--- src/lxp_pkg.sv ---
// Shared types and constants for the lung xorshift random generator.
package lxp_pkg;

	typedef enum logic [1:0] {
		OP_SEED    = 2'd0,
		OP_DRAW32  = 2'd1,
		OP_DRAW64  = 2'd2,
		OP_DRAW128 = 2'd3
	} op_t;

	typedef struct packed {
		op_t         op;
		logic [31:0] seed;
	} cmd_t;

	typedef struct packed {
		logic [7:0]       pick_distance;
		logic [4:0]       word_left_shift;
		logic [2:0]       byte_left_shift;
		logic [4:0]       word_right_shift;
		logic [3:0][31:0] mask_word;
	} cfg_t;

	localparam logic [31:0] SEED_MULT  = 32'd1812433253;
	localparam int unsigned SEED_SHIFT = 30;

	localparam int unsigned CFG_ADDR_W = 5;

	localparam logic [2:0] REG_PICK_DISTANCE    = 3'd0;
	localparam logic [2:0] REG_WORD_LEFT_SHIFT  = 3'd1;
	localparam logic [2:0] REG_BYTE_LEFT_SHIFT  = 3'd2;
	localparam logic [2:0] REG_WORD_RIGHT_SHIFT = 3'd3;
	localparam logic [2:0] REG_MASK_WORD0       = 3'd4;
	localparam logic [2:0] REG_MASK_WORD1       = 3'd5;
	localparam logic [2:0] REG_MASK_WORD2       = 3'd6;
	localparam logic [2:0] REG_MASK_WORD3       = 3'd7;

endpackage

--- src/lxp_if.sv ---
// Request and response channel interfaces of the random generator.
interface lxp_req_if;
	logic        valid;
	logic        ready;
	logic [1:0]  operation;
	logic [31:0] seed;

	modport source (output valid, output operation, output seed, input ready);
	modport sink (input valid, input operation, input seed, output ready);
endinterface


--- src/lxp_front.sv ---
// Request front end: takes transfers, decodes the operation and queues commands.
module lxp_front
	import lxp_pkg::*;
(
	input  logic  clk,
	input  logic  arst_n,
	lxp_req_if.sink req,
	output cmd_t  cmd,
	output logic  cmd_valid,
	input  logic  cmd_ready
);

	cmd_t       fifo_q [2];
	logic       wr_ptr_q;
	logic       rd_ptr_q;
	logic [1:0] count_q;
	logic       push;
	logic       pop;

	assign req.ready = (count_q != 2'd2);
	assign push      = req.valid && req.ready;
	assign cmd_valid = (count_q != 2'd0);
	assign pop       = cmd_valid && cmd_ready;
	assign cmd       = fifo_q[rd_ptr_q];

	always_ff @(posedge clk) begin
		if (push) begin
			fifo_q[wr_ptr_q] <= '{op: op_t'(req.operation), seed: req.seed};
		end
	end

	always_ff @(posedge clk or negedge arst_n) begin
		if (!arst_n) begin
			wr_ptr_q <= 1'b0;
			rd_ptr_q <= 1'b0;
			count_q  <= 2'd0;
		end else begin
			if (push) begin
				wr_ptr_q <= ~wr_ptr_q;
			end
			if (pop) begin
				rd_ptr_q <= ~rd_ptr_q;
			end
			if (push && !pop) begin
				count_q <= count_q + 2'd1;
			end else if (pop && !push) begin
				count_q <= count_q - 2'd1;
			end
		end
	end

endmodule

--- src/flat_wrapper.sv ---
// flat-port wrapper written by rule: the top's interface ports become plain ports
module lxp_front_flat import lxp_pkg::*;
  (clk, arst_n, cmd, cmd_valid, cmd_ready, req_valid, req_operation, req_seed, req_ready);
  lxp_req_if req_i ();
  input  logic clk;
  input  logic arst_n;
  output cmd_t cmd;
  output logic cmd_valid;
  input  logic cmd_ready;
  input wire logic [$bits(req_i.valid)-1:0] req_valid;
  input wire logic [$bits(req_i.operation)-1:0] req_operation;
  input wire logic [$bits(req_i.seed)-1:0] req_seed;
  output wire logic [$bits(req_i.ready)-1:0] req_ready;
  assign req_i.valid = req_valid;
  assign req_i.operation = req_operation;
  assign req_i.seed = req_seed;
  assign req_ready = req_i.ready;
  lxp_front u_core (.clk(clk), .arst_n(arst_n), .req(req_i), .cmd(cmd), .cmd_valid(cmd_valid), .cmd_ready(cmd_ready));
endmodule
--- config.mk ---
export PLATFORM = sky130hd
export DESIGN_NAME = lxp_front_flat
export DESIGN_NICKNAME = d
export VERILOG_FILES = /design/src/lxp_pkg.sv /design/src/lxp_if.sv /design/src/lxp_front.sv /design/src/flat_wrapper.sv
export SDC_FILE = /design/constraint.sdc
export NUM_CORES = 1
export LEC_CHECK = 0
export BUFFER_PORTS_ARGS = -buffer_cell sky130_fd_sc_hd__buf_2
export CORE_MARGIN = 2
export CORE_UTILIZATION = 50
export DETAILED_ROUTE_END_ITERATION = 16
export PLACE_DENSITY = 0.76
export SYNTH_ARGS = -nofsm -noshare
export SYNTH_HDL_FRONTEND = slang
export SYNTH_SLANG_ARGS = --single-unit
--- constraint.sdc ---
create_clock -name clk -period 2.69 [get_ports clk]
set_input_delay 0.269 -clock clk [delete_from_list [all_inputs] [get_ports clk]]
set_output_delay 0.269 -clock clk [all_outputs]
set_load 0.005 [all_outputs]
Word level (Yosys, flattened, before mapping):

Memory sizes are Yosys's and may differ from the RTL's.
Cells that the tools add are included.

* register bits: 4
* input port bits: 38
* memories kept: 1
* memory bits (writable): 68
* logic and storage cells: 21

Memories
* u_core.fifo_q: depth 2, bits a word 34, read ports 1, clocked after memory_dff 0, write ports 1, RTL line lxp_front.sv:13 `cmd_t fifo_q [2];`

* bitwise logic cells: 2
* $add $sub $neg: 2
* multiplexer cells: 4
* reduce and logical (&&, ||, !) cells: 8
* equal/unequal tests: 1

Operators by type and width (count)
* logical AND 1 bit: 4
* 2-to-1 mux 2 bit: 2
* nonzero test 2 bit: 2
* adder 2 x 1 -> 2 bit, second input constant: 1
* zero test 1 bit: 2
* 2-to-1 mux 1 bit: 2
* != test 2 bit, second input constant: 1
* inverter 1 bit: 2
* subtractor 2 x 1 -> 2 bit, second input constant: 1

Depth between registers and ports, before layout:

* word-level depth: 6
* gate-level depth with buffers: 7

Worst setup path after synthesis:

No wires, ideal clock.

* path kind: register to register
* start point: register u_core.count_q[0]
* end point: memory u_core.fifo_q[0][0] (netlist name), enable pin
* buffers on the path: 0
* setup time: 425 ps
* clock period less this slack: 2512 ps
* data arrival time: 2087 ps
* setup slack: 178 ps
* data required time: 2265 ps
* stages on the path, launching flop included: 4
* cell sequence: dfrtp_1 nand2b_1 nand2_1 nor2_1

* cells in the longest elaborated chain, start to end: 4

Ends and longest elaborated chain
* from (decl): RTL line lxp_front.sv:16 `logic [1:0] count_q;`
* from (signal assigned): RTL line lxp_front.sv:45 `count_q <= count_q + 2'd1;`
* from (signal assigned): RTL line lxp_front.sv:47 `count_q <= count_q - 2'd1;`
* != test 2 bit: RTL line lxp_front.sv:20 `assign req.ready = (count_q != 2'd2);`
* via req_ready: RTL line flat_wrapper.sv:13 `output wire logic [$bits(req_i.ready)-1:0] req_ready;`
* logical AND 1 bit: RTL line lxp_front.sv:21 `assign push = req.valid && req.ready;`
* 2-to-1 mux 1 bit: RTL line lxp_front.sv:27 `if (push) begin`
* 2-to-1 mux 1 bit (implied by the code): RTL line lxp_front.sv:28 `fifo_q[wr_ptr_q] <= '{op: op_t'(req.operation), seed: req.seed};`
* to (decl): RTL line lxp_front.sv:13

The timed path passes the listed nets, and every way through them passes these cells.

==> summary.txt <==
MaxCap Viol Count -> 0
VDD IR-drop max -> 0.786 mV
Final ANT Viol Nets -> 0
pwr dens -> 1010 nW/um^2
most common cell after layout, fill and taps aside -> buf_2
die height -> 78.8 um
Final min period -> 2.08 ns
Setup TNS -> 0 ns
starting density of the core -> 0.511
r2r startpoint -> u_core.count_q[0]$_DFFE_PN0P_
Yosys reg bits -> 72
first-pass GRT wire length -> 6520 um
Least-Margin Pin Slew -> 0.821 ns
Avg Cell Area, Syn -> 22.6 sq um
Max Root-Sink Buffers -> 2
DP Cell Count -> 269
placer congestion estimate -> 0.723
Clock Latency Late Sink -> 0.33 ns
layout cells sized above 1 -> 0.589
die width -> 78.8 um
fin cells -> 286
CP arrival -> 1.81 ns
total gr overflow -> 0
clk sink count -> 72
total die area -> 6210 sq um
Rows -> 27
leading cell types in the layout, fill and taps excluded -> 73 x buf_2, 68 x edfxtp_1, 29 x mux2_4
# IOs -> 74
final net count -> 248
synth top area cells -> edfxtp_1 73%, mux2_4 16%, dfrtp_1 3.6%, buf_12 2.1%, mux2_2 2.0%
reg-to-reg endpoint -> u_core.fifo_q[0][10]$_DFFE_PP_
Post-Synth Simple-Gate Area -> 0.0121
Slew Viols, Final -> 0
CP max FO -> 19
post-synthesis compound-gate area fraction -> 0
Post-Syn Area -> 2800 sq um
vias per cell -> 4.77
XOR/XNOR share of the synthesized area -> 0.0156
initial antenna violation count -> 0
TritonCTS buffer count -> 9
vias in the first global route -> 1385
n_diodes -> 0
WL final -> 4250 um
Synth Area in Adders -> 0.00447
post-synth top area cell -> edfxtp_1
Routed WL per cell -> 14.8 um
crit path launch type -> flip-flop
Placed Area -> 3220 sq um
area grow syn2layout -> 21.0%
Setup Skew -> 0.00596 ns
Hold Crit Class -> in2reg
port buffer count -> 73
Critical path origin -> u_core.rd_ptr_q$_DFFE_PN0P_
# DRC -> 0
mux contribution to synthesized area -> 0.176
Slew HR -> 0.453
Worst Setup EP -> cmd[18]
Final setup viols -> 0
CTS root buffer -> clkbuf_8
Syn Inst Count -> 124
initial drt markers -> 108
leakage -> 1.38 nW
Final Power -> 3.43 mW
Detailed Place HPWL -> 2830 um
CP Class -> reg2out
htree depth -> 3
sequential area share after synthesis -> 0.765
largest family of logic cells by synthesized area -> multiplexers
post-synth top area share -> 0.730
crit path capture type -> primary output
CTS tree -> built
worst path required time -> 2.42 ns
core box area -> 5470 sq um
outcome -> finished, final reports clean
fin area -> 3390 sq um
Worst R2R Path Depth -> 4
max frequency -> 481 MHz
final hold violations -> 0
synth unique cells -> 15
GRT Util Overall -> 0.145
r2r setup slk -> 0.90 ns
Synthesis Warnings -> 0
unrepaired setup endpoints after global routing -> no
largest net degree at the start of global routing -> 35
Final period util -> 0.772
Pre-antenna DRT Iters -> 4
vias -> 1363
CTS clk-pin slew, worst paths -> 0.07 ns
final core utilization -> 0.619
Mapped Nets -> 163
synth_stat cells:
master     n
inv_1      1
and3_1     1
buf_6      1
dfrtp_1    4
xor2_1     2
mux2_4    29
or2_1      1
xnor2_1    3
mux2_2     5
nand2b_1   1
ha_1       1
nand2_1    2
nor2_1     2
buf_12     3
edfxtp_1  68
final cells by class:
cell class / instances / area, sq um
sequential: 72 / 2140
fill: 414 / 2090
multi-input combinational: 47 / 591
timing repair buffer: 78 / 405
clock buffer: 10 / 128
tap: 72 / 90.1
clock inverter: 6 / 26.3
inverter: 1 / 3.75
what timing repair did:
| action | 4_1_cts | 5_1_grt |
|---|---|---|
| hold buffers | 1 | 0 |
| setup buffers | 0 | 0 |
| endpoints found under the hold margin | 4 | 0 |
| gates resized for setup | 0 | 0 |
layer usage:
layer  global-route usage  part of all wire
met4               0.0724             0.021
met1                0.164              0.40
met3               0.0636             0.068
met5                    0                 0
met2                0.234              0.51
logic make-up (layout without fill, tap and decap cells):
kind of cell | after synthesis | after routing
flops | 72 | 72
mux | 34 | 34
simple gates | 7 | 7
xor+xnor | 5 | 5
buf+inv | 5 | 95
fa+ha+maj | 1 | 1
power breakdown:
part           internal (mW)  leakage, nW  switching, mW
registers               1.54        0.677          0.143
clock network          0.320       0.0823          0.358
logic                  0.623        0.618          0.447
flip-flops by register name, indices dropped and copies added (netlist names):
register         count
u_core.wr_ptr_q      1
u_core.fifo_q       68
u_core.count_q       2
u_core.rd_ptr_q      1
how the worst min path moves through the flow:
| stage | start | to | slack, ns | depth (start not counted) |
|---|---|---|---|---|
| global placement | arst_n | u_core.count_q[0]$_DFFE_PN0P_ | 0.08 | 1 |
| CTS | req_seed[3] | u_core.fifo_q[1][3]$_DFFE_PP_ | 0.11 | 1 |
| global route | req_seed[7] | u_core.fifo_q[0][7]$_DFFE_PP_ | 0.11 | 1 |
| finish | req_seed[3] | u_core.fifo_q[1][3]$_DFFE_PP_ | 0.13 | 1 |
| floorplan | arst_n | u_core.count_q[0]$_DFFE_PN0P_ | -0.03 | 0 |
| detailed placement | arst_n | u_core.count_q[1]$_DFFE_PN0P_ | 0.08 | 1 |
through the flow:
stage          worst slack, ns  hold slack (ns)
2_1_floorplan            0.178          -0.0266
3_3_place_gp             0.945           0.0807
3_5_place_dp             0.880           0.0838
4_1_cts                  0.579            0.109
5_1_grt                  0.525            0.106
6_report                 0.613            0.126
worst max-delay path, stage by stage, from the launching register on:
cell	delay [ns]
dfrtp_2	0.71
buf_4	0.32
mux2_4	0.32
buf_2	0.13
(Power assumes the default switching activity.)
